--- src/eq_pkg.sv ---
// shared types, constants and the cordic arctangent table for euler_to_quaternion
`default_nettype none

package eq_pkg;

    // lanes: one per euler angle
    localparam int NLANE      = 3;
    localparam int LANE_ROLL  = 0;
    localparam int LANE_PITCH = 1;
    localparam int LANE_YAW   = 2;

    // field widths
    localparam int ANGLE_W = 16;
    localparam int OUT_W   = 16;
    localparam int OUT_FRAC = 14;
    localparam int ONE_OUT = 16384;

    // half angle with 30 fraction bits: q3.13 input shifted left by 16
    localparam int ZW          = 34;
    localparam int ANGLE_SHIFT = 16;
    localparam int ZFRAC       = 30;

    // arctangent table length bounds the step count
    localparam int ATAN_LEN = 24;

    typedef logic signed [ANGLE_W-1:0] angle_t;
    typedef logic signed [OUT_W-1:0]   quat_t;
    typedef logic signed [ZW-1:0]      zang_t;

    // cordic limit gain in q30
    localparam longint GAIN_Q30 = 64'sd652032874;

    localparam zang_t HALF_PI_Q30 = 34'sd1686629713;
    localparam zang_t PI_Q30      = 34'sd3373259426;

    // atan(2^-i) in q30, truncated
    function automatic zang_t atan_q30(input int idx);
        zang_t val;
        case (idx)
            0:  val = 34'sd843314856;
            1:  val = 34'sd497837829;
            2:  val = 34'sd263043836;
            3:  val = 34'sd133525158;
            4:  val = 34'sd67021686;
            5:  val = 34'sd33543515;
            6:  val = 34'sd16775850;
            7:  val = 34'sd8388437;
            8:  val = 34'sd4194282;
            9:  val = 34'sd2097149;
            10: val = 34'sd1048575;
            11: val = 34'sd524287;
            12: val = 34'sd262143;
            13: val = 34'sd131071;
            14: val = 34'sd65535;
            15: val = 34'sd32767;
            16: val = 34'sd16383;
            17: val = 34'sd8191;
            18: val = 34'sd4095;
            19: val = 34'sd2047;
            20: val = 34'sd1023;
            21: val = 34'sd511;
            22: val = 34'sd255;
            23: val = 34'sd127;
            default: val = '0;
        endcase
        return val;
    endfunction

endpackage

`default_nettype wire

--- src/eq_cordic_cell.sv ---
// one cordic rotation step for the three angle lanes, registered
`default_nettype none

module eq_cordic_cell #(
    parameter int XW   = 17,
    parameter int STEP = 0
) (
    input  wire logic                         clk,
    input  wire logic                         rst_n,
    input  wire logic                         up_valid,
    output logic                              up_ready,
    input  wire logic signed [XW-1:0]         x_in [eq_pkg::NLANE],
    input  wire logic signed [XW-1:0]         y_in [eq_pkg::NLANE],
    input  wire eq_pkg::zang_t                z_in [eq_pkg::NLANE],
    input  wire logic [eq_pkg::NLANE-1:0]     flip_in,
    output logic                              dn_valid,
    input  wire logic                         dn_ready,
    output logic signed [XW-1:0]              x_out [eq_pkg::NLANE],
    output logic signed [XW-1:0]              y_out [eq_pkg::NLANE],
    output eq_pkg::zang_t                     z_out [eq_pkg::NLANE],
    output logic [eq_pkg::NLANE-1:0]          flip_out
);
    import eq_pkg::*;

    localparam zang_t ATAN = atan_q30(STEP);

    logic                 valid_reg;
    logic signed [XW-1:0] x_next [NLANE];
    logic signed [XW-1:0] y_next [NLANE];
    zang_t                z_next [NLANE];
    logic signed [XW-1:0] x_reg [NLANE];
    logic signed [XW-1:0] y_reg [NLANE];
    zang_t                z_reg [NLANE];
    logic [NLANE-1:0]     flip_reg;

    assign up_ready = !valid_reg || dn_ready;

    // rotate toward zero residual angle
    always_comb
    begin
        for (int l = 0; l < NLANE; l++)
        begin
            if (!z_in[l][ZW-1])
            begin
                x_next[l] = x_in[l] - (y_in[l] >>> STEP);
                y_next[l] = y_in[l] + (x_in[l] >>> STEP);
                z_next[l] = z_in[l] - ATAN;
            end
            else
            begin
                x_next[l] = x_in[l] + (y_in[l] >>> STEP);
                y_next[l] = y_in[l] - (x_in[l] >>> STEP);
                z_next[l] = z_in[l] + ATAN;
            end
        end
    end

    // valid flag
    always_ff @(posedge clk or negedge rst_n)
    begin
        if (!rst_n)
        begin
            valid_reg <= 1'b0;
        end
        else if (up_ready)
        begin
            valid_reg <= up_valid;
        end
    end

    // payload
    always_ff @(posedge clk)
    begin
        if (up_ready && up_valid)
        begin
            x_reg    <= x_next;
            y_reg    <= y_next;
            z_reg    <= z_next;
            flip_reg <= flip_in;
        end
    end

    assign dn_valid = valid_reg;
    assign x_out    = x_reg;
    assign y_out    = y_reg;
    assign z_out    = z_reg;
    assign flip_out = flip_reg;

endmodule

`default_nettype wire

--- config.mk ---
export PLATFORM = sky130hd
export DESIGN_NAME = eq_cordic_cell
export DESIGN_NICKNAME = d
export VERILOG_FILES = /design/src/eq_pkg.sv /design/src/eq_cordic_cell.sv
export SDC_FILE = /design/constraint.sdc
export NUM_CORES = 1
export LEC_CHECK = 0
export BUFFER_PORTS_ARGS = -buffer_cell sky130_fd_sc_hd__buf_2
export CAP_MARGIN = 20
export CORE_ASPECT_RATIO = 1.1
export CORE_MARGIN = 2
export CORE_UTILIZATION = 55
export CTS_CLUSTER_DIAMETER = 30
export DETAILED_ROUTE_END_ITERATION = 16
export PLACE_DENSITY_LB_ADDON = 0.2
export REMOVE_ABC_BUFFERS = 1
export SETUP_SLACK_MARGIN = 0.4
export SLEW_MARGIN = 10
export SYNTH_ARGS = -nofsm -noshare
export SYNTH_HDL_FRONTEND = slang
export SYNTH_SLANG_ARGS = --single-unit
--- constraint.sdc ---
create_clock -name clk -period 12 [get_ports clk]
set_clock_uncertainty 0.1 [all_clocks]
set_input_delay 0.6 -clock clk [delete_from_list [all_inputs] [get_ports clk]]
set_output_delay 0.6 -clock clk [all_outputs]
set_load 0.02 [all_outputs]
== Word level (Yosys, flattened, before mapping) ==
Cells that the tools add are included.

* Input bits: 211
* Bits in registers: 208

* Multiplexer cells: 9
* Reduce and logical (&&, ||, !) cells: 3
* Add/subtract/negate cells: 15

{| class="wikitable"
|+ Operators by type and width
! operator !! number
|-
| adder 34 x 31 -> 34 bit (second input constant) || 3
|-
| 2-to-1 mux 17 bit || 6
|-
| 2-to-1 mux 34 bit || 3
|-
| subtractor 17 bit || 6
|-
| subtractor 34 x 31 -> 34 bit (second input constant) || 3
|-
| adder 17 bit || 3
|-
| logical AND 1 bit || 1
|-
| zero test 1 bit || 1
|-
| logical OR 1 bit || 1
|}

== Logic depth before layout (Yosys ltp) ==
Gate-level depths: netlist (run 1).

* Word-level depth: 3
* Mapped depth: 13
* Depth with buffers taken out: 11

== Worst setup path after synthesis (run 1) ==
OpenSTA, ideal clock, no wires.

* Path kind: input to register
* Start point: input dn_ready
* End point: register flip_reg[0] (netlist: flip_out[0]), enable pin
* Slack: 5.765 ns
* Setup time: 0.589 ns
* Required time: 11.311 ns
* Arrival time: 5.546 ns
* Stages on the path: 2
* Path buffers: 0
* Path through: nand2b_1 -> and2_1

* Word-level cells in the longest chain between the ends: 2

{| class="wikitable"
|+ Ends and longest elaborated chain
! item !! RTL line !! RTL
|-
| start: declaration || eq_cordic_cell.sv:17 || <nowiki>input wire logic dn_ready,</nowiki>
|-
| logical OR 1 bit || eq_cordic_cell.sv:36 || <nowiki>assign up_ready = !valid_reg || dn_ready;</nowiki>
|-
| logical AND 1 bit || eq_cordic_cell.sv:74 || <nowiki>if (up_ready && up_valid)</nowiki>
|-
| end signal: assignment || eq_cordic_cell.sv:79 || <nowiki>flip_reg <= flip_in;</nowiki>
|-
| end: declaration || eq_cordic_cell.sv:34 || <nowiki>logic [NLANE-1:0] flip_reg;</nowiki>
|}

No other way between the ends.
A chain may end at the register's enable or synchronous reset.

==> results of run 1 <==
==> metrics by stage <==
stage,std cells,util (%),hold slack (ns)
after global placement,2713,63.5,0.275
final,2805,68.8,0.108
after CTS,2804,68.8,0.0935
after detailed placement,2713,63.5,0.279
after floorplan,1861,-,0.204
after global routing,2805,68.8,0.0974
==> final timing paths <==
path,startpoint,end,slack (ns),depth (start not counted)
min in group asynchronous,rst_n,dn_valid,0.24,2
max reg2reg,dn_valid,y_out[21],9.66,3
min reg2reg,dn_valid,dn_valid,0.43,2
min,z_in[34],z_out[34],0.11,1
max,z_in[67],z_out[66],7.97,13
max in group asynchronous,rst_n,dn_valid,11.47,2
==> layout make-up <==
cell class,count,area (sq um)
flip-flops and latches,205,6150
multi-input cells,1486,11100
repair buffers,427,2170
inverters,170,638
clock inverters,35,448
well taps,426,533
diodes,1,2.50
fillers,2652,10100
clock buffers,55,1270
==> logic make-up after synthesis <==
| group | Yosys count | share of synthesized area, % |
|---|---|---|
| DFF | 205 | 33.8 |
| muxes | 22 | 1.22 |
| adders and majority gates | 261 | 18.4 |
| xor gates and xnor gates | 166 | 7.98 |
| buffers and inverters | 246 | 5.18 |
| AOI/OAI and AO/OA | 619 | 22.3 |
| and+or+nand+nor | 418 | 11.2 |
==> critical path, delay by kind of cell <==
kind                       cells  cell delay [ns]
and+or+nand+nor                1             0.09
adders and majority gates      1             0.36
AOI/OAI and AO/OA              6             1.75
xor gates and xnor gates       1             0.08
buffers and inverters          4             1.32
==> where the power goes <==
part           switching (uW)  leakage [uW]  total [uW]  internal (uW)
registers                24.6       0.00195         937            912
clock network             429      0.000823        1380            951
logic                     562       0.00749         904            342
total                    1010        0.0103        3220           2210
==> per-layer routing <==
metal	GRT usage [%]	up-vias	routed length, microns
met1	35.0	7661	20800
li1	-	7895	-
met3	6.18	142	4060
met2	49.9	721	25000
met5	0	-	44
met4	14.0	6	2450
==> cell usage in the layout, fill, tap and decap left out, drive strengths merged, types with 17 or more instances in the layout <==
| cell | instances |
|---|---|
| buf | 426 |
| ha | 249 |
| edfxtp | 204 |
| a21oi | 187 |
| inv | 173 |
| nor2 | 131 |
| xnor2 | 121 |
| o21ai | 117 |
| a21o | 81 |
| nand2 | 71 |
| clkbuf | 55 |
| xor2 | 45 |
| nor3 | 44 |
| nor2b | 37 |
| o21bai | 37 |
| nand3 | 34 |
| o21a | 29 |
| nand4 | 23 |
| nand2b | 20 |
| a31oi | 20 |
| mux2i | 20 |
| a211oi | 17 |
==> flip-flops by register name (all words and copies together) (netlist names) <==
name,cells
dn_valid,1
flip_out,3
x_out,50
y_out,49
z_out,102
==> flow_summary.toml, run 1 <==
[logic_synthesis]
netlist_instances = 1937
async_flop_share_pct = 0.488
synth_edf_count = 204
yosysWarnings = 0
ys_types = 81
avgSynthCellArea_sq_um = 9.41
ys_top_cells_by_area = "edfxtp_1 34%, ha_1 17%, xnor2_1 5.8%"
ys.flop_type = "edfxtp_1"
synth_area_leader_cell = "edfxtp_1"
yosys-top-cells-count = "249 x ha_1, 204 x edfxtp_1, 187 x a21oi_1"
yosysTopAreaCellShare_pct = 33.6
yosysMostFrequentCell = "ha_1"
yosysSeqAreaShare_pct = 33.8
synth.ff_latch_count = 205
syn_area_sq_um = 18200

[route]
wl_per_cell_microns = 18.6
initialDrtViolationCount = 1208
drt-pass1-iter-count = 6
drc = 0
viasPerCell = 5.86
routed-via-count = 16400
wl_mm = 52.3
ant_nets = 0

[critical_path]
critical-path-max-stage-delay_ns = 0.45
start_kind = "input port"
cp_max_fo = 48
crit_slowest_cell = "buf_4"
worstPathCellList = "buf_2 > buf_4 > clkinv_1 > buf_4 > ha_1 > a211o_1 > a211oi_1 > o31ai_2 > a21oi_1 > o31a_1 > nor3b_1 > a41oi_1 > xnor2_1"
cp.required_ns = 12.21
worstPathArrival_ns = 4.24
worstSetupEndpointType = "register"
worst-setup-path-type = "input port to register"
critPathMostFrequentCell = "buf_4"

[clock_tree]
clock-sinks = 205
cts_setup_buffers = 0
cts_tree = "done"
cts-resized-gates = 0
clk_pin_slew_ns = 0.05
cts_max_path_buffers = 3
postCtsHoldBufs = 1
cts-htree-levels = 2
cts_buffers = 50
cts-root-buf = "clkbuf_16"
clk_latency_ns = 0.56

[timing]
rsz0062_at_grt = "false"
slew_viol_final = 0
fmax_mhz = 248
finalCriticalPeriod_ns = 4.03
finalCritPeriodShare_pct = 33.6
max_slew.worst_pin.slew_ns = 0.977
setup_viol = 0
relSlewSlack_pct = 34.9
setup_slack_ns = 7.97
finalHoldViolCount = 0
setup-tns-final_ns = 0

[pwr]
power_uw = 3220
p_leak_uw = 0.0103
ir_drop_v = 0.0000919
p_per_area_nw_per_um2 = 144

[cells_and_area]
nNetsFinal = 2812
drive_gt1_share_pct = 22.6
syn2layout_area_growth_pct = 22.6
fin_area_sq_um = 22300

[global_route]
antenna_found_initial = 5
grt_pass1_wl_mm = 81.4
grt_max_degree = 170
grt_pass1_vias = 16100
grt_use_total_pct = 29.3
grt_overflow_total = 0

[floorplanning]
core_sq_um = 32500
rows = 69
initial_utilization_pct = 56.1
io_pins = 420
die_h_microns = 195
die_area_sq_um = 34600
dieWidth_microns = 178

[placed_design]
dpl_cell_area_sq_um = 20600
place_ws_ns = 7.46
routabilityCongestion = 0.922
placement.io_buffers = 419
place_hpwl_mm = 40.0

[status]
status = "finished, final reports clean"

[run]
drv_cap = 0

[hold_path]
hp-class = "input port to register"
Power figures use the tool's default switching activity.
==> inputs of run 2 (changes only) <==
- clock period: 12 -> 3.87 ns (I/O delays scaled with it)
==> run 2 against run 1 <==
- critical path depth is the same
- via count grew 0.71%
- non-clock buffer count grew 39
- cell count grew 1.6%
- core utilization grew 1.3 points
- die area is the same
- highest routed layer unchanged
- first-iteration DRC count shrank 12%
- sequential power grew to 3.1 times the previous value
==> flow_summary.toml, run 2 (synthesis gave the netlist of run 1 again) <==
[floorplanning]
die_area_sq_um = 34600
io_pins = 420
rows = 69
core_sq_um = 32500
die_h_microns = 195
initial_utilization_pct = 56.1
dieWidth_microns = 178

[timing]
setup-tns-final_ns = 0
finalCritPeriodShare_pct = 82.8
setup_viol = 0
setup_slack_ns = 0.664
max_slew.worst_pin.slew_ns = 0.777
finalHoldViolCount = 0
rsz0062_at_grt = "false"
hold_ws_ns = 0.0239
finalCriticalPeriod_ns = 3.21
slew_viol_final = 0
fmax_mhz = 312
relSlewSlack_pct = 48.2

[placed_design]
routabilityCongestion = 0.914
place_ws_ns = 0.492
placement.io_buffers = 419
place_hpwl_mm = 40.6

[clock_tree]
cts_setup_buffers = 0
cts_buffers = 50
clk_pin_slew_ns = 0.05
cts-htree-levels = 2
clk_latency_ns = 0.57
postCtsHoldBufs = 27
cts-root-buf = "clkbuf_16"
clock-sinks = 205
cts_max_path_buffers = 3
cts_tree = "done"
cts-resized-gates = 0

[pwr]
ir_drop_v = 0.000322
power_uw = 10100
p_leak_uw = 0.0105
p_per_area_nw_per_um2 = 442

[route]
wl_met3_mm = 4.22
drt-pass1-iter-count = 5
routed-wl-met2_mm = 25.0
top_layer = "met5"
wl_per_cell_microns = 18.4
wl_met1_mm = 20.6
viasPerCell = 5.80
initialDrtViolationCount = 1062
wl_mm = 52.5
routed-via-count = 16500
drc = 0
ant_nets = 0

[critical_path]
start_kind = "input port"
worst-setup-path-type = "input port to register"
startpoint = "y_in[34]"
cp_max_fo = 3
worstSetupEndpointType = "register"
r2r-start = "dn_valid"
worstPathArrival_ns = 3.41
cp.required_ns = 4.08

[cells_and_area]
fill_cells = 2546
final_cell_mix = "419 x buf_2, 249 x ha_1, 204 x edfxtp_1, 187 x a21oi_1, 162 x inv_1"
nNetsFinal = 2851
largest_reg_flops = 102
drive_gt1_share_pct = 23.0
syn2layout_area_growth_pct = 24.9
layout_commonest_cell = "buf_2"

[hold_path]
hp-class = "input port to register"
hold_path.startpoint = "x_in[17]"

[global_route]
grt_pass1_wl_mm = 81.3
antenna_found_initial = 13
grt_pass1_vias = 16100
grt_max_degree = 63
grt_overflow_total = 0
grt_use_total_pct = 29.5

[run]
drv_cap = 0

[status]
status = "finished, final reports clean"
run 2: changes by cell type in the layout (fill, tap and decap cells not counted), sizes merged:
| cell | change |
|---|---|
| diode | +4 |
| inv | +5 |
| buf | +13 |
| clkinvlp | +2 |
| clkbuf | -3 |
| bufinv | -2 |
| clkinv | +1 |
| dlygate4sd3 | +26 |
run 2: area by class of cell:
cell class	instances	area [sq um]	share of cell area, %
clock inverter	41	489	2.15
tap	426	533	2.34
sequential	205	6150	27.0
timing repair buffer	466	2540	11.2
clock buffer	52	1270	5.57
antenna	5	12.5	0.0550
multi-input combinational	1486	11100	48.9
inverter	170	638	2.80
run 2: final timing paths:
| kind | slack, ns | endpoint | depth (start not counted) |
|---|---|---|---|
| worst max-delay path | 0.66 | y_out[50] | 13 |
| worst min-delay path | 0.02 | x_out[17] | 4 |
| worst max register to register | 1.95 | x_out[25] | 3 |
| worst min register to register | 0.90 | z_out[36] | 2 |
| max in group asynchronous | 3.19 | dn_valid | 3 |
| min in group asynchronous | 0.37 | dn_valid | 3 |
run 2: per-stage QoR:
step                      cell area, sq um  std cells  util [%]
after floorplan                      17900       1861         -
after global placement               20700       2726      63.8
after detailed placement             20700       2726      63.8
after CTS                            22800       2846      70.1
after global routing                 22800       2850      70.1
final                                22800       2851      70.1
run 2: where the power goes:
part           switching, uW  internal, uW  leakage (uW)
logic                   1730          1090       0.00766
registers               78.6          2830       0.00195
clock network           1430          2890      0.000840
total                   3250          6810        0.0105
run 2: per-layer routing:
metal / vias to the layer above / GRT usage [%]
met4: 16 / 14.2
met2: 677 / 50.3
met5: - / 0
li1: 7980 / -
met3: 161 / 7.57
met1: 7708 / 34.2
run 2: critical path, cell delays in order:
cell,delay [ns]
dlygate4sd3_1,0.51
buf_2,0.12
inv_1,0.05
ha_1,0.21
fa_1,0.41
nor2b_1,0.16
o211ai_1,0.14
a31oi_1,0.40
a311oi_1,0.18
o21ai_1,0.28
a31oi_1,0.14
a2111oi_1,0.48
xnor2_1,0.13
==> inputs of run 3 (changes only) <==
- CORE_UTILIZATION: 55 -> 51
- clock period: 3.87 -> 2.9 ns (I/O delays scaled with it)
==> run 3 against run 2 <==
- routed wire length grew 2.9%
- register-to-register slack got worse by 0.87 ns
- core utilization is 2.5 points lower
- largest cell class unchanged
- highest routed layer unchanged
==> flow_summary.toml, run 3 (synthesis gave the netlist of run 1 again) <==
[clock_tree]
clk_latency_ns = 0.55
cts_buffers = 50
cts_max_path_buffers = 3
clock-sinks = 205
cts-root-buf = "clkbuf_16"
cts-htree-levels = 2
clk_pin_slew_ns = 0.05
cts_setup_buffers = 0
cts_tree = "done"

[floorplanning]
dieWidth_microns = 184
core_sq_um = 35200
initial_utilization_pct = 51.7
die_area_sq_um = 37300
die_h_microns = 202
io_pins = 420
rows = 72

[timing]
slew_viol_final = 0
setup_viol = 0
setup_slack_ns = 0.499
finalCriticalPeriod_ns = 2.40
finalHoldViolCount = 0
finalCritPeriodShare_pct = 82.8
relSlewSlack_pct = 63.7
hold_ws_ns = 0.0147
max_slew.worst_pin.slew_ns = 0.542
rsz0062_at_grt = "true"
fmax_mhz = 417

[critical_path]
worstSetupEndpointType = "register"
critPathCapture = "y_out[50]"
critical-path-max-stage-delay_ns = 0.42
cp.required_ns = 3.09
timing.reg2reg.setup_slack_ns = 1.08
start_kind = "input port"
worstRegToRegCells = 3
crit_slowest_cell = "fa_1"
timing.rr.end = "x_out[48]"
cp_max_fo = 3
startpoint = "y_in[34]"
r2r-start = "dn_valid"
worstPathCellList = "buf_2 > inv_1 > ha_1 > fa_1 > nor2b_1 > o211ai_1 > a31oi_2 > a311oi_1 > o21ai_1 > a31oi_1 > a2111oi_1 > buf_4 > xnor2_1"
worstPathArrival_ns = 2.59
worst-setup-path-type = "input port to register"

[placed_design]
place_ws_ns = -0.0554
routabilityCongestion = 0.938
placement.io_buffers = 419
place_hpwl_mm = 43.2

[global_route]
grt_overflow_total = 0
grt_pass1_vias = 16800
grt_max_degree = 60
grt_pass1_wl_mm = 84.0
grt_use_total_pct = 28.2
antenna_found_initial = 10

[cells_and_area]
layout_commonest_cell = "buf_2"
final_cell_mix = "419 x buf_2, 249 x ha_1, 204 x edfxtp_1, 187 x a21oi_1, 162 x inv_1"
drive_gt1_share_pct = 26.4
nNetsFinal = 2978
fin_util_pct = 67.6
largest_reg_flops = 102
syn2layout_area_growth_pct = 30.7

[route]
viasPerCell = 5.57
ant_nets = 0
wl_per_cell_microns = 17.8
drt-pass1-iter-count = 5
drc = 0
wl_mm = 54.0
routed-via-count = 16900
initialDrtViolationCount = 1069

[pwr]
ir_drop_v = 0.000472
power_uw = 13300
p_leak_uw = 0.0110
p_per_area_nw_per_um2 = 560

[hold_path]
hp-class = "input port to register"

[status]
status = "finished, final reports clean"

[run]
drv_cap = 0
run 3: per-layer routing:
layer | track usage, % | share of wire (%)
met1 | 32.9 | 40
met5 | 0 | 0.10
met2 | 49.7 | 49
met3 | 5.91 | 6.7
met4 | 12.5 | 4.3
run 3: what timing repair did:
action	4_1_cts	5_1_grt
setup endpoints to repair	0	12
resized for setup	0	8
hold buffers	33	0
hold endpoints to repair	34	0
run 3: through the flow:
stage	std cells	instance area, sq um	TNS, ns
6_report	3032	23800	0
5_1_grt	3030	23800	0
4_1_cts	3028	23800	0
3_5_place_dp	2902	21800	-0.259
3_3_place_gp	2902	21800	-0.0943
2_1_floorplan	1861	17900	-652.44
run 3: worst max-delay path: cells and delay by family:
kind / cells / cell delay, ns
simple gates: 1 / 0.16
buf+inv: 3 / 0.31
compound gates: 6 / 1.29
xor+xnor: 1 / 0.06
fa+ha+maj: 2 / 0.62
run 3: worst min path at each step:
| stage | startpoint | endpoint | cells past startpoint |
|---|---|---|---|
| after floorplan | rst_n | dn_valid | 0 |
| after global placement | rst_n | dn_valid | 1 |
| after detailed placement | rst_n | dn_valid | 1 |
| after CTS | z_in[31] | z_out[31] | 3 |
| after global routing | z_in[71] | z_out[74] | 3 |
| final | z_in[31] | z_out[31] | 3 |
run 3: power by group:
group	internal, uW	leakage (uW)	switching, uW
registers	3770	0.00195	111
clock network	3670	0.000765	1730
logic	1670	0.00831	2380
total	9110	0.0110	4230
run 3: final cells by class:
cell class / instances / area [sq um]
fill: 2870 / 11400
multi-input combinational: 1486 / 11200
sequential: 205 / 6150
timing repair buffer: 593 / 3590
clock buffer: 57 / 1280
inverter: 170 / 638
tap: 481 / 602
clock inverter: 36 / 375
antenna: 4 / 10.0
