==> src/eq_pkg.sv <==
// shared types, constants and the cordic arctangent table for euler_to_quaternion
`default_nettype none

package eq_pkg;

    // lanes: one per euler angle
    localparam int NLANE      = 3;
    localparam int LANE_ROLL  = 0;
    localparam int LANE_PITCH = 1;
    localparam int LANE_YAW   = 2;

    // field widths
    localparam int ANGLE_W = 16;
    localparam int OUT_W   = 16;
    localparam int OUT_FRAC = 14;
    localparam int ONE_OUT = 16384;

    // half angle with 30 fraction bits: q3.13 input shifted left by 16
    localparam int ZW          = 34;
    localparam int ANGLE_SHIFT = 16;
    localparam int ZFRAC       = 30;

    // arctangent table length bounds the step count
    localparam int ATAN_LEN = 24;

    typedef logic signed [ANGLE_W-1:0] angle_t;
    typedef logic signed [OUT_W-1:0]   quat_t;
    typedef logic signed [ZW-1:0]      zang_t;

    // cordic limit gain in q30
    localparam longint GAIN_Q30 = 64'sd652032874;

    localparam zang_t HALF_PI_Q30 = 34'sd1686629713;
    localparam zang_t PI_Q30      = 34'sd3373259426;

    // atan(2^-i) in q30, truncated
    function automatic zang_t atan_q30(input int idx);
        zang_t val;
        case (idx)
            0:  val = 34'sd843314856;
            1:  val = 34'sd497837829;
            2:  val = 34'sd263043836;
            3:  val = 34'sd133525158;
            4:  val = 34'sd67021686;
            5:  val = 34'sd33543515;
            6:  val = 34'sd16775850;
            7:  val = 34'sd8388437;
            8:  val = 34'sd4194282;
            9:  val = 34'sd2097149;
            10: val = 34'sd1048575;
            11: val = 34'sd524287;
            12: val = 34'sd262143;
            13: val = 34'sd131071;
            14: val = 34'sd65535;
            15: val = 34'sd32767;
            16: val = 34'sd16383;
            17: val = 34'sd8191;
            18: val = 34'sd4095;
            19: val = 34'sd2047;
            20: val = 34'sd1023;
            21: val = 34'sd511;
            22: val = 34'sd255;
            23: val = 34'sd127;
            default: val = '0;
        endcase
        return val;
    endfunction

endpackage

`default_nettype wire

==> src/eq_ifs.sv <==
// valid/ready channel interfaces for angle items and quaternion items
`default_nettype none

interface eq_angle_if;
    import eq_pkg::*;

    logic   valid;
    logic   ready;
    angle_t roll_angle;
    angle_t pitch_angle;
    angle_t yaw_angle;

    modport source (output valid, output roll_angle, output pitch_angle, output yaw_angle,
                    input ready);
    modport sink   (input valid, input roll_angle, input pitch_angle, input yaw_angle,
                    output ready);
endinterface


`default_nettype wire

==> src/eq_fold.sv <==
// input stage: halves each angle and folds it into the cordic range
`default_nettype none

module eq_fold (
    input  wire logic                     clk,
    input  wire logic                     rst_n,
    eq_angle_if.sink                      angles,
    output logic                          dn_valid,
    input  wire logic                     dn_ready,
    output eq_pkg::zang_t                 z_out [eq_pkg::NLANE],
    output logic [eq_pkg::NLANE-1:0]      flip_out
);
    import eq_pkg::*;

    logic             valid_reg;
    angle_t           ang [NLANE];
    zang_t            z_half [NLANE];
    zang_t            z_next [NLANE];
    logic [NLANE-1:0] flip_next;
    zang_t            z_reg [NLANE];
    logic [NLANE-1:0] flip_reg;

    assign angles.ready = !valid_reg || dn_ready;

    // fold half angles beyond +-pi/2 by pi and mark the lane for negation
    always_comb
    begin
        ang[LANE_ROLL]  = angles.roll_angle;
        ang[LANE_PITCH] = angles.pitch_angle;
        ang[LANE_YAW]   = angles.yaw_angle;
        for (int l = 0; l < NLANE; l++)
        begin
            z_half[l] = {{(ZW - ANGLE_W - ANGLE_SHIFT){ang[l][ANGLE_W-1]}}, ang[l],
                         {ANGLE_SHIFT{1'b0}}};
            if (z_half[l] > HALF_PI_Q30)
            begin
                z_next[l]    = z_half[l] - PI_Q30;
                flip_next[l] = 1'b1;
            end
            else if (z_half[l] < -HALF_PI_Q30)
            begin
                z_next[l]    = z_half[l] + PI_Q30;
                flip_next[l] = 1'b1;
            end
            else
            begin
                z_next[l]    = z_half[l];
                flip_next[l] = 1'b0;
            end
        end
    end

    // valid flag
    always_ff @(posedge clk or negedge rst_n)
    begin
        if (!rst_n)
        begin
            valid_reg <= 1'b0;
        end
        else if (angles.ready)
        begin
            valid_reg <= angles.valid;
        end
    end

    // payload
    always_ff @(posedge clk)
    begin
        if (angles.ready && angles.valid)
        begin
            z_reg    <= z_next;
            flip_reg <= flip_next;
        end
    end

    assign dn_valid = valid_reg;
    assign z_out    = z_reg;
    assign flip_out = flip_reg;

endmodule

`default_nettype wire

==> src/flat_wrapper.sv <==
// flat-port wrapper written by rule: the top's interface ports become plain ports
module eq_fold_flat import eq_pkg::*;
  (clk, rst_n, dn_valid, dn_ready, z_out, flip_out, angles_valid, angles_roll_angle, angles_pitch_angle, angles_yaw_angle, angles_ready);
  eq_angle_if angles_i ();
  input  wire logic clk;
  input  wire logic rst_n;
  output logic dn_valid;
  input  wire logic dn_ready;
  output eq_pkg::zang_t z_out[eq_pkg::NLANE];
  output logic [eq_pkg::NLANE-1:0] flip_out;
  input wire logic [$bits(angles_i.valid)-1:0] angles_valid;
  input wire logic [$bits(angles_i.roll_angle)-1:0] angles_roll_angle;
  input wire logic [$bits(angles_i.pitch_angle)-1:0] angles_pitch_angle;
  input wire logic [$bits(angles_i.yaw_angle)-1:0] angles_yaw_angle;
  output wire logic [$bits(angles_i.ready)-1:0] angles_ready;
  assign angles_i.valid = angles_valid;
  assign angles_i.roll_angle = angles_roll_angle;
  assign angles_i.pitch_angle = angles_pitch_angle;
  assign angles_i.yaw_angle = angles_yaw_angle;
  assign angles_ready = angles_i.ready;
  eq_fold u_core (.clk(clk), .rst_n(rst_n), .angles(angles_i), .dn_valid(dn_valid), .dn_ready(dn_ready), .z_out(z_out), .flip_out(flip_out));
endmodule
==> config.mk <==
export PLATFORM = sky130hd
export DESIGN_NAME = eq_fold_flat
export DESIGN_NICKNAME = d
export VERILOG_FILES = /design/src/eq_pkg.sv /design/src/eq_ifs.sv /design/src/eq_fold.sv /design/src/flat_wrapper.sv
export SDC_FILE = /design/constraint.sdc
export NUM_CORES = 1
export LEC_CHECK = 0
export BUFFER_PORTS_ARGS = -buffer_cell sky130_fd_sc_hd__buf_2
export CAP_MARGIN = 20
export CORE_ASPECT_RATIO = 1.25
export CORE_MARGIN = 2
export CORE_UTILIZATION = 50
export CTS_CLUSTER_SIZE = 14
export DETAILED_ROUTE_END_ITERATION = 10
export GPL_ROUTABILITY_DRIVEN = 0
export HOLD_SLACK_MARGIN = 0.06
export PLACE_DENSITY = 0.81
export SLEW_MARGIN = 20
export SYNTH_ARGS = -nofsm -noshare
export SYNTH_HDL_FRONTEND = slang
export SYNTH_SLANG_ARGS = --single-unit
export TNS_END_PERCENT = 5
==> constraint.sdc <==
create_clock -name clk -period 2.8 [get_ports clk]
set_input_delay 0 -clock clk [delete_from_list [all_inputs] [get_ports clk]]
set_output_delay 0 -clock clk [all_outputs]
set_load 0.1 [all_outputs]
; ---- Yosys cells after proc, flatten, opt, wreduce, memory -nomap -nowiden
; Index checks and enable logic that the tools add are counted.
[op_classes]
n_addsub = 6
mul = 0
n_div = 0
order_cmp = 6
eq_ne = 0
shifts = 0
muxes = 9
n_bitwise = 0
reduce_logical = 3
[ops]
columns = op, count
row1 = $mux 34, 6
row2 = $add 32x33->34 const B, 3
row3 = $sub 32x33->34 const B, 3
row4 = $gt 32x32->1 const B, 3
row5 = $lt 32x32->1 const B, 3
row6 = $mux 1, 3
row7 = $logic_and 1x1->1, 1
row8 = $logic_not 1->1, 1
row9 = $logic_or 1x1->1, 1
[totals]
reg_bits = 106
latchBits = 0
ram_bits = 0
mem_bits_ro = 0
in_bits = 52
out_inout_bits = 107
word_cells = 31
n_memories = 0

; ---- Logic depth before layout (Yosys ltp)
; Gate-level depths: netlist of run 1.
[logic_depth]
depth_word = 3
mapped_depth = 14
ltp_nobuf = 13

; ---- Worst setup path before layout of run 1
; OpenSTA, ideal clock, no wires.
[synth_path]
kind = register to register
from = reg u_core.valid_reg, in the netlist u_core.dn_valid
to = reg u_core.z_reg, in the netlist u_core.z_out[100], enable pin
setup_time_ps = 427
t_arrival_ps = 3266
required_ps = 2373
path_slack_ps = -893
path_stages_with_launch = 3
path_buffers = 0
synth_period_minus_slack_ps = 3693
path_cell_list = dfrtp_1 -> nand2b_1 -> and2_1
[synth_via]
elab_chain_len = 3
[synth_rtl]
columns = element, line_no
row1 = from (decl), eq_fold.sv:15  ; logic valid_reg;
row2 = from (signal assigned), eq_fold.sv:62  ; valid_reg <= angles.valid;
row3 = $logic_not 1->1, eq_fold.sv:23  ; assign angles.ready = !valid_reg || dn_ready;
row4 = $logic_or 1x1->1, eq_fold.sv:23
row5 = via angles_ready, flat_wrapper.sv:15  ; output wire logic [$bits(angles_i.ready)-1:0] angles_ready;
row6 = $logic_and 1x1->1, eq_fold.sv:69  ; if (angles.ready && angles.valid)
row7 = to (signal assigned), eq_fold.sv:71  ; z_reg <= z_next;
row8 = to (decl), eq_fold.sv:20  ; zang_t z_reg [NLANE];
; The timed path passes the listed nets, and every way through them passes these cells.
; A chain may end at the register's enable or synchronous reset.

==> impl_metrics.env, run 1 <==
export IMPL_r2r_end="u_core.z_out[47]"
export IMPL_total_power_w=0.003470
export IMPL_ios=159
export IMPL_endpoint_kind="register"
export IMPL_finalSetupViolations=0
export IMPL_syn_area_um2=4481
export IMPL_place_area_um2=5005
export IMPL_fp_dieArea_um2=9739
export IMPL_yosysMostFrequentCell="edfxtp_1"
export IMPL_p_sw_share_pct=46.16
export IMPL_yosys_mux_area_fraction_pct=3.826
export IMPL_ys_top_cells_by_count="edfxtp_1 (63), buf_4 (45), nand2_1 (33)"
export IMPL_p_per_area_nw_per_um2=625.0
export IMPL_wl_per_cell_um=15.24
export IMPL_grt_use_total_pct=21.53
export IMPL_io_buffers=155
export IMPL_critical_path_max_stage_delay_ns=0.53
export IMPL_cts_tree="done"
export IMPL_relSlewSlack_pct=44.54
export IMPL_die_h_um=109.8
export IMPL_tightestPinTransition_ns=0.8319
export IMPL_synth_compound_area_share_pct=15.36
export IMPL_avgViaCountPerCell=5.598
export IMPL_core_area_um2=8701
export IMPL_synth_simple_gate_area_share_pct=15.02
export IMPL_fin_skew_ns=0.009269
export IMPL_nets=643
export IMPL_synth_ff_type="edfxtp_1"
export IMPL_drcViolationCount=0
export IMPL_grt_pass1_wl_um=16270
export IMPL_rows=38
export IMPL_synthTopCellsByArea="edfxtp_1 (42%), buf_4 (7.5%), xnor2_1 (4.5%), ha_1 (3.9%), mux2i_1 (3.6%)"
export IMPL_overflow=0
export IMPL_cp_depth=13
export IMPL_clock_fmax_mhz=377.5
export IMPL_synth_fa_ha_area_share_pct=3.910
export IMPL_ant_nets=0
export IMPL_cp_top_family="compound AO/OA/AOI/OAI gates"
export IMPL_r2r_slack_ns=1.20
export IMPL_grt_max_degree=64
export IMPL_hold_viol_final=0
export IMPL_drt_initial_drc_count=184
export IMPL_worstPathCellList="dlygate4sd3_1 -> buf_2 -> inv_1 -> ha_1 -> nand2b_1 -> a41o_2 -> a31oi_1 -> nor2_1 -> o31a_1 -> ha_4 -> o21ai_2 -> or4_1 -> xnor2_1"
export IMPL_start_kind="input pin"
export IMPL_avgSynthCellArea_um2=10.18
export IMPL_clockBufferDepth=2
export IMPL_post_cts_setup_buffers=0
export IMPL_synth_top_area_share_pct=42.22
export IMPL_dr_total_vias=3930
export IMPL_htree_num_levels=3
export IMPL_r2r_cells=2
export IMPL_ys_ff_latch=64
export IMPL_hpwl_um=7368
export IMPL_final_period_utilization_pct=94.61
export IMPL_seqPwrFrac_pct=34.3
export IMPL_tns_ns=0
export IMPL_cap_violations=0
export IMPL_wl_um=10700
export IMPL_drv_slew=0
export IMPL_dp_cells=653
export IMPL_n_antenna_cell=0
export IMPL_leakage_nw=2.434
export IMPL_tritoncts_num_sinks=64
export IMPL_pwr_share_comb_pct=42.4
export IMPL_intPower_w=0.001868
export IMPL_critical_path_buf_inv_count=3
export IMPL_synth_warnings=0
export IMPL_synth_cell_types=62
export IMPL_cp_max_fo=8
export IMPL_die_w_um=88.67
export IMPL_slowest_stage="dlygate4sd3_1"
export IMPL_whs_path_depth=2
export IMPL_p_sw_w=0.001602
export IMPL_clock_latency_ns=0.36
export IMPL_cp_arrival_ns=2.77
export IMPL_synth_edf_count=63
export IMPL_area_growth_pct=23.90
export IMPL_synth_top_cell_by_area="edfxtp_1"
export IMPL_reg2reg_from="u_core.dn_valid"
export IMPL_final_area_um2=5552
export IMPL_cts_root_buf="clkbuf_8"
export IMPL_final_cells=702
export IMPL_grt_pass1_vias=3591
export IMPL_hold_path_startpoint="angles_yaw_angle[7]"
export IMPL_hold_path_class="in -> reg"
export IMPL_synth_top_family_by_area="compound AO/OA/AOI/OAI gates"
export IMPL_finalCriticalPeriod_ns=2.649
export IMPL_required_ns=2.92
export IMPL_cts_inserted_buffers=9
export IMPL_status="completed"
export IMPL_yosysSeqAreaShare_pct=42.78
export IMPL_start_util_pct=51.50
export IMPL_syn_inst=440
export IMPL_hold_end="u_core.z_out[23]"
export IMPL_async_flop_share_pct=1.563
export IMPL_antenna_found_initial=0
export IMPL_synth_xor_area_share_pct=7.233
export IMPL_first_pass_iters=5
export IMPL_path_class="in -> reg"
export IMPL_clock_power_share_pct=23.2
export IMPL_clk_pin_slew_ns=0.08
export IMPL_vdd_drop_max_mv=0.4419
export IMPL_drive_gt1_share_pct=33.33
export IMPL_setup_ws_ns=0.1508
export IMPL_pre_cts_slack_ns=0.2378
-- cells in the final DEF (no fill, tap or decap), types with 8 or more instances in the layout --
master / synthesis / final
buf_2: 0 / 155
a21oi_1: 12 / 12
inv_1: 23 / 23
ha_1: 14 / 11
nand2b_1: 14 / 14
xor2_1: 14 / 14
mux2i_1: 16 / 16
clkbuf_8: 1 / 9
nor2_1: 9 / 9
o21ai_0: 18 / 18
a31oi_1: 10 / 10
xnor2_1: 23 / 23
nand2_1: 33 / 33
dlygate4sd3_1: 0 / 33
nor3_1: 8 / 8
nand3_1: 12 / 12
edfxtp_1: 63 / 63
-- repair_timing --
item / 4_1_cts / 5_1_grt
endpoints found under the setup margin: 0 / 14
hold endpoints to repair: 34 / 0
gates resized for setup: 0 / 5
hold buffers: 33 / 0
-- worst reg2reg max path, stage by stage (launching register included) --
cell and delay, ns:
dfrtp_1 0.38, nand2b_1 0.12, and2_4 0.71
-- cell type report --
class | instances | area (µm²)
inverters | 23 | 86.33
clock inverters | 7 | 72.57
clock buffers | 9 | 123.9
repair buffers | 192 | 1136
multi-input cells | 287 | 2066
well taps | 120 | 150.1
flip-flops and latches | 64 | 1917
fillers | 663 | 3149
-- metal layers --
metal  vias up  part of all wire [%]  track usage [%]
met1      1841                    39            24.14
met3        31                   7.7            4.204
met5         -                     0                0
met2       218                    51            37.85
li1       1840                     -                -
met4         0                   2.8            11.58
-- state kept, by name, indices dropped and copies added (netlist names) --
signal and cells:
u_core.dn_valid 1, u_core.z_out 63
-- worst max-delay path by stage --
stage | from | endpoint | slack [ns]
2_1_floorplan | u_core.dn_valid | u_core.z_out[100] | 0.08
3_3_place_gp | angles_yaw_angle[0] | u_core.z_out[19] | 0.28
3_5_place_dp | angles_yaw_angle[0] | u_core.z_out[19] | 0.24
4_1_cts | angles_yaw_angle[0] | u_core.z_out[19] | 0.08
5_1_grt | angles_roll_angle[0] | u_core.z_out[87] | -0.03
6_report | angles_yaw_angle[0] | u_core.z_out[19] | 0.15
-- cell families (layout without fill, tap and decap cells) --
| family | after synthesis | after routing |
|---|---|---|
| other cells | 1 | 3 |
| simple gates | 122 | 122 |
| mux | 17 | 17 |
| fa+ha+maj | 14 | 14 |
| flops | 64 | 64 |
| buf+inv | 91 | 231 |
| compound gates | 94 | 94 |
| xor+xnor | 37 | 37 |
-- power by group through the flow --
stage | logic (W) | clock network [W] | registers, W
finish | 0.00147 | 0.000806 | 0.00119
global route | 0.00154 | 0.000857 | 0.00120
CTS | 0.00146 | 0.000817 | 0.00119
detailed placement | 0.00142 | 0 | 0.00121
global placement | 0.00141 | 0 | 0.00121
floorplan | 0.000684 | 0 | 0.00177
-- metrics by stage --
| stage | util [%] | hold slack [ns] |
|---|---|---|
| 2_1_floorplan | - | -0.2956 |
| 3_3_place_gp | 57.52 | -0.2240 |
| 3_5_place_dp | 57.52 | -0.2234 |
| 4_1_cts | 63.57 | 0.06157 |
| 5_1_grt | 63.81 | 0.08412 |
| 6_report | 63.81 | 0.08573 |
Power figures use the tool's default switching activity.
==> run 2: changes to the inputs <==
--- a/config.mk
+++ b/config.mk
@@ -15,6 +15,7 @@
 export GPL_ROUTABILITY_DRIVEN = 0
 export HOLD_SLACK_MARGIN = 0.06
 export PLACE_DENSITY = 0.81
+export RECOVER_POWER = 25
 export SLEW_MARGIN = 20
 export SYNTH_ARGS = -nofsm -noshare
 export SYNTH_HDL_FRONTEND = slang
==> run 2 against run 1 <==
Global-route usage did not move. Non-clock buffer count did not move. Wire length fell by 0.23%. Critical path depth did not move. Clock-buffer cell count did not move. Flip-flop and latch count did not move. Clock skew fell by 0.0012 ns. First-iteration DRC count rose by 30%. Register-to-register slack barely moved. Sequential power barely moved. Hold slack got worse by 0.0029 ns. Largest power group unchanged.
==> impl_metrics.env, run 2 (same netlist as run 1, synthesis figures left out) <==
export IMPL_pwr_share_comb_pct=42.1
export IMPL_gr_usage_met3_pct=4.204
export IMPL_slowest_stage="dlygate4sd3_1"
export IMPL_vdd_drop_max_mv=0.4251
export IMPL_core_area_um2=8701
export IMPL_worstPathCellList="dlygate4sd3_1 -> buf_2 -> inv_1 -> ha_1 -> nand2b_1 -> a41o_2 -> a31oi_1 -> nor2_1 -> o31a_1 -> ha_4 -> o21ai_2 -> or4_1 -> xnor2_1"
export IMPL_final_cells=702
export IMPL_cts_tree="done"
export IMPL_start_util_pct=51.50
export IMPL_p_sw_w=0.001596
export IMPL_clk_pin_slew_ns=0.08
export IMPL_rows=38
export IMPL_drt_initial_drc_count=239
export IMPL_required_ns=2.92
export IMPL_htree_num_levels=3
export IMPL_grt_use_total_pct=21.53
export IMPL_clock_power_share_pct=23.2
export IMPL_antenna_found_initial=0
export IMPL_cts_root_buf="clkbuf_8"
export IMPL_crit_start="angles_yaw_angle[0]"
export IMPL_ant_nets=0
export IMPL_fill_cells=704
export IMPL_final_period_utilization_pct=94.73
export IMPL_post_route_util_pct=63.00
export IMPL_io_buffers=155
export IMPL_tightestPinTransition_ns=1.189
export IMPL_reg2reg_from="u_core.dn_valid"
export IMPL_clock_latency_ns=0.36
export IMPL_cp_max_fo=8
export IMPL_critical_path_buf_inv_count=3
export IMPL_leakage_nw=2.280
export IMPL_tritoncts_num_sinks=64
export IMPL_avgViaCountPerCell=5.581
export IMPL_critical_path_max_stage_delay_ns=0.53
export IMPL_overflow=0
export IMPL_first_pass_iters=6
export IMPL_cap_violations=0
export IMPL_layout_common_cells="buf_2 (99), edfxtp_1 (63), clkbuf_1 (56), nand2_1 (33), dlygate4sd3_1 (33)"
export IMPL_fin_skew_ns=0.008103
export IMPL_whs_ns=0.08288
export IMPL_drive_gt1_share_pct=23.71
export IMPL_finalSetupViolations=0
export IMPL_fp_dieArea_um2=9739
export IMPL_wl_um=10680
export IMPL_clock_fmax_mhz=377.0
export IMPL_largest_reg_flops=63
export IMPL_grt_max_degree=64
export IMPL_wl_per_cell_um=15.21
export IMPL_tns_ns=0
export IMPL_cts_inserted_buffers=9
export IMPL_area_growth_pct=22.34
export IMPL_drcViolationCount=0
export IMPL_hold_path_class="in -> reg"
export IMPL_die_w_um=88.67
export IMPL_cp_arrival_ns=2.77
export IMPL_relSlewSlack_pct=21.09
export IMPL_endpoint_kind="register"
export IMPL_start_kind="input pin"
export IMPL_grtUsageMet1_pct=24.14
export IMPL_hpwl_um=7368
export IMPL_nets=643
export IMPL_p_per_area_nw_per_um2=628.5
export IMPL_final_common_cell="buf_2"
export IMPL_p_sw_share_pct=46.32
export IMPL_busiest_layer="met2"
export IMPL_use_met2_pct=37.85
export IMPL_dr_total_vias=3918
export IMPL_dp_cells=653
export IMPL_drv_slew=0
export IMPL_intPower_w=0.001849
export IMPL_hold_viol_final=0
export IMPL_ios=159
export IMPL_n_antenna_cell=0
export IMPL_status="completed"
export IMPL_seqPwrFrac_pct=34.7
export IMPL_path_class="in -> reg"
export IMPL_die_h_um=109.8
export IMPL_finalCriticalPeriod_ns=2.653
export IMPL_final_area_um2=5482
export IMPL_place_area_um2=5005
export IMPL_hold_path_startpoint="angles_pitch_angle[9]"
export IMPL_grt_pass1_vias=3591
export IMPL_clockBufferDepth=2
export IMPL_multi_input_area_um2=2066
export IMPL_cp_top_family="compound AO/OA/AOI/OAI gates"
export IMPL_grt_pass1_wl_um=16270
export IMPL_seqCellArea_um2=1917
-- run 2: cell types whose count changed in the layout (fill, tap and decap cells not counted), sizes merged --
cell,delta
clkbuf,+56
buf,-56
-- run 2: final cells by class --
class                   count  area share, %
clock buffers               9          2.260
repair buffers            192          19.45
flip-flops and latches     64          34.97
clock inverters             7          1.324
inverters                  23          1.575
multi-input cells         287          37.69
well taps                 120          2.739
-- run 2: final timing paths --
path | endpoint | slack [ns] | cells after the start
min reg2reg | u_core.dn_valid | 1.08 | 3
min in group asynchronous | u_core.dn_valid | 0.47 | 3
max | u_core.z_out[19] | 0.15 | 13
max reg2reg | u_core.z_out[47] | 1.20 | 2
max in group asynchronous | u_core.dn_valid | 2.23 | 3
min | u_core.z_out[59] | 0.08 | 2
-- run 2: power by group through the flow --
stage          Clock, W  Sequential (W)  Combinational [W]
2_1_floorplan         0         0.00177           0.000684
3_5_place_dp          0         0.00121            0.00142
4_1_cts        0.000817         0.00119            0.00146
6_report       0.000799         0.00119            0.00145
3_3_place_gp          0         0.00121            0.00141
5_1_grt        0.000857         0.00120            0.00152
-- run 2: what timing repair did --
action | CTS | global route
hold buffers | 33 | 0
hold endpoints to repair | 34 | 0
gates resized for setup | 0 | 5
endpoints found under the setup margin | 0 | 14
buffers inserted | 0 | 0
-- run 2: metal layers --
layer	wire [µm]	share of wire [%]	vias up
met5	0	0	-
met4	300	2.8	0
met3	785	7.4	31
met2	5469	51	217
met1	4119	39	1829
li1	-	-	1841
-- run 2: through the flow --
step,power [W],worst slack [ns]
finish,0.003445,0.1475
global route,0.003578,-0.02923
CTS,0.003470,0.07802
detailed placement,0.002633,0.2378
global placement,0.002615,0.2839
floorplan,0.002449,0.07763
-- run 2: worst register-to-register path, cell delays in order, from the launching register on --
cell and delay (ns):
dfrtp_1 0.38, nand2b_1 0.12, and2_4 0.70
==> run 3: changes to the inputs <==
--- a/config.mk
+++ b/config.mk
@@ -9,12 +9,12 @@
 export CAP_MARGIN = 20
 export CORE_ASPECT_RATIO = 1.25
 export CORE_MARGIN = 2
-export CORE_UTILIZATION = 50
+export CORE_UTILIZATION = 45
 export CTS_CLUSTER_SIZE = 14
 export DETAILED_ROUTE_END_ITERATION = 10
 export GPL_ROUTABILITY_DRIVEN = 0
 export HOLD_SLACK_MARGIN = 0.06
-export PLACE_DENSITY = 0.81
+export PLACE_DENSITY = 0.74
 export RECOVER_POWER = 25
 export SLEW_MARGIN = 20
 export SYNTH_ARGS = -nofsm -noshare
==> run 3 against run 2 <==
Final cell count decreased by 1.6%. Fmax decreased by 2.3%. Non-clock buffer count decreased by 16. Die area increased by 11%. Largest cell class unchanged.
==> impl_metrics.env, run 3 (same netlist as run 1, synthesis figures left out) <==
export IMPL_drv_slew=0
export IMPL_post_cts_setup_buffers=0
export IMPL_reg2reg_from="u_core.dn_valid"
export IMPL_hold_path_startpoint="angles_roll_angle[14]"
export IMPL_io_buffers=155
export IMPL_seqPwrFrac_pct=31.6
export IMPL_clock_power_share_pct=30.3
export IMPL_grt_use_total_pct=19.45
export IMPL_clockBufferDepth=2
export IMPL_post_route_util_pct=56.37
export IMPL_wl_um=10670
export IMPL_finalCriticalPeriod_ns=2.715
export IMPL_hold_path_class="in -> reg"
export IMPL_vdd_drop_max_mv=0.3099
export IMPL_clk_pin_slew_ns=0.05
export IMPL_drive_gt1_share_pct=24.07
export IMPL_fp_dieArea_um2=10780
export IMPL_grt_max_degree=64
export IMPL_final_cells=691
export IMPL_first_pass_iters=5
export IMPL_place_area_um2=5012
export IMPL_n_antenna_cell=0
export IMPL_hpwl_um=7642
export IMPL_htree_num_levels=3
export IMPL_clock_latency_ns=0.33
export IMPL_status="completed"
export IMPL_largest_reg_flops=63
export IMPL_ant_nets=0
export IMPL_tightestPinTransition_ns=1.240
export IMPL_intPower_w=0.002194
export IMPL_core_area_um2=9659
export IMPL_die_w_um=93.25
export IMPL_r2r_end="u_core.z_out[66]"
export IMPL_nets=627
export IMPL_drcViolationCount=0
export IMPL_clock_fmax_mhz=368.3
export IMPL_r2r_cells=2
export IMPL_antenna_found_initial=0
export IMPL_pre_cts_slack_ns=0.2338
export IMPL_p_sw_w=0.001584
export IMPL_relSlewSlack_pct=17.68
export IMPL_dr_total_vias=3801
export IMPL_p_sw_share_pct=41.93
export IMPL_final_period_utilization_pct=96.98
export IMPL_whs_path_depth=2
export IMPL_multi_input_area_um2=2077
export IMPL_rows=40
export IMPL_wl_per_cell_um=15.45
export IMPL_setup_ws_ns=0.08457
export IMPL_dp_cells=659
export IMPL_grt_pass1_wl_um=16470
export IMPL_p_per_area_nw_per_um2=693.9
export IMPL_seqCellArea_um2=1917
export IMPL_die_h_um=115.6
export IMPL_pwr_share_comb_pct=38.1
export IMPL_endpoint_kind="register"
export IMPL_path_class="in -> reg"
export IMPL_ios=159
export IMPL_rsz0062_at_grt="true"
export IMPL_grt_pass1_vias=3392
export IMPL_hold_viol_final=0
export IMPL_cts_tree="done"
export IMPL_overflow=0
export IMPL_fill_cells=874
export IMPL_hold_end="u_core.z_out[99]"
export IMPL_r2r_slack_ns=1.20
export IMPL_start_kind="input pin"
export IMPL_final_area_um2=5445
export IMPL_avgViaCountPerCell=5.501
export IMPL_cp_arrival_ns=2.79
export IMPL_leakage_nw=2.267
export IMPL_layout_common_cells="buf_2 (99), edfxtp_1 (63), clkbuf_1 (57), nand2_1 (33), xnor2_1 (23)"
export IMPL_cp_max_fo=7
export IMPL_start_util_pct=46.39
export IMPL_fin_skew_ns=0.004330
export IMPL_finalSetupViolations=0
export IMPL_area_growth_pct=21.53
export IMPL_tritoncts_num_sinks=64
export IMPL_final_common_cell="buf_2"
export IMPL_required_ns=2.87
export IMPL_cap_violations=0
export IMPL_cts_root_buf="clkbuf_16"
export IMPL_drt_initial_drc_count=240
export IMPL_cts_inserted_buffers=9
[run 3: changes by cell type in the layout (fill, tap and decap cells not counted), sizes merged]
cell,delta
clkinv,-2
bufinv,+1
clkinvlp,-1
dlygate4sd3,-16
clkbuf,+1
[run 3: cell type report]
| class | instances | area share [%] |
|---|---|---|
| repair buffers | 176 | 16.64 |
| multi-input cells | 287 | 38.14 |
| flip-flops and latches | 64 | 35.20 |
| clock inverters | 5 | 1.333 |
| inverters | 23 | 1.585 |
| well taps | 126 | 2.895 |
| clock buffers | 10 | 4.205 |
[run 3: routing by layer]
metal	GRT usage, %	vias to the layer above	part of all wire (%)	wire, µm
met3	3.251	32	6.7	717
met1	23.07	1754	39	4158
met2	33.81	203	51	5437
met4	10.10	0	3.4	360
met5	0	-	0	0
li1	-	1812	-	-
[run 3: timing repair]
item	4_1_cts	5_1_grt
endpoints found under the hold margin	15	0
setup endpoints to repair	0	17
hold buffers	17	0
gates resized for setup	0	7
[run 3: worst max-delay path by stage]
stage | from | end | slack (ns)
detailed placement | angles_yaw_angle[0] | u_core.z_out[19] | 0.23
finish | angles_yaw_angle[0] | u_core.z_out[19] | 0.08
global route | angles_yaw_angle[0] | u_core.z_out[19] | -0.04
floorplan | u_core.dn_valid | u_core.z_out[100] | 0.08
CTS | angles_yaw_angle[0] | u_core.z_out[19] | 0.01
global placement | angles_yaw_angle[0] | u_core.z_out[19] | 0.34
[run 3: power groups by stage]
| stage | Combinational [W] | Clock [W] | Sequential (W) |
|---|---|---|---|
| after floorplan | 0.000684 | 0 | 0.00177 |
| after detailed placement | 0.00142 | 0 | 0.00121 |
| after global routing | 0.00150 | 0.00119 | 0.00120 |
| after CTS | 0.00145 | 0.00116 | 0.00119 |
| final | 0.00144 | 0.00114 | 0.00120 |
| after global placement | 0.00141 | 0 | 0.00121 |
[run 3: through the flow]
step           hold slack, ns  TNS (ns)  total power [W]
2_1_floorplan         -0.2956         0         0.002449
5_1_grt               0.08040  -0.04624         0.003895
4_1_cts               0.06414         0         0.003799
3_5_place_dp          -0.2226         0         0.002636
6_report              0.07088         0         0.003779
3_3_place_gp          -0.2252         0         0.002619
[run 3: worst max-delay path: stages]
cell and delay, ns:
dlygate4sd3_1 0.54, buf_2 0.15, inv_1 0.09, ha_1 0.18
nand2b_1 0.07, a41o_2 0.26, a31oi_1 0.16, nor2_1 0.05
o31a_1 0.27, ha_4 0.32, o21ai_2 0.11, or4_1 0.43
xnor2_1 0.15
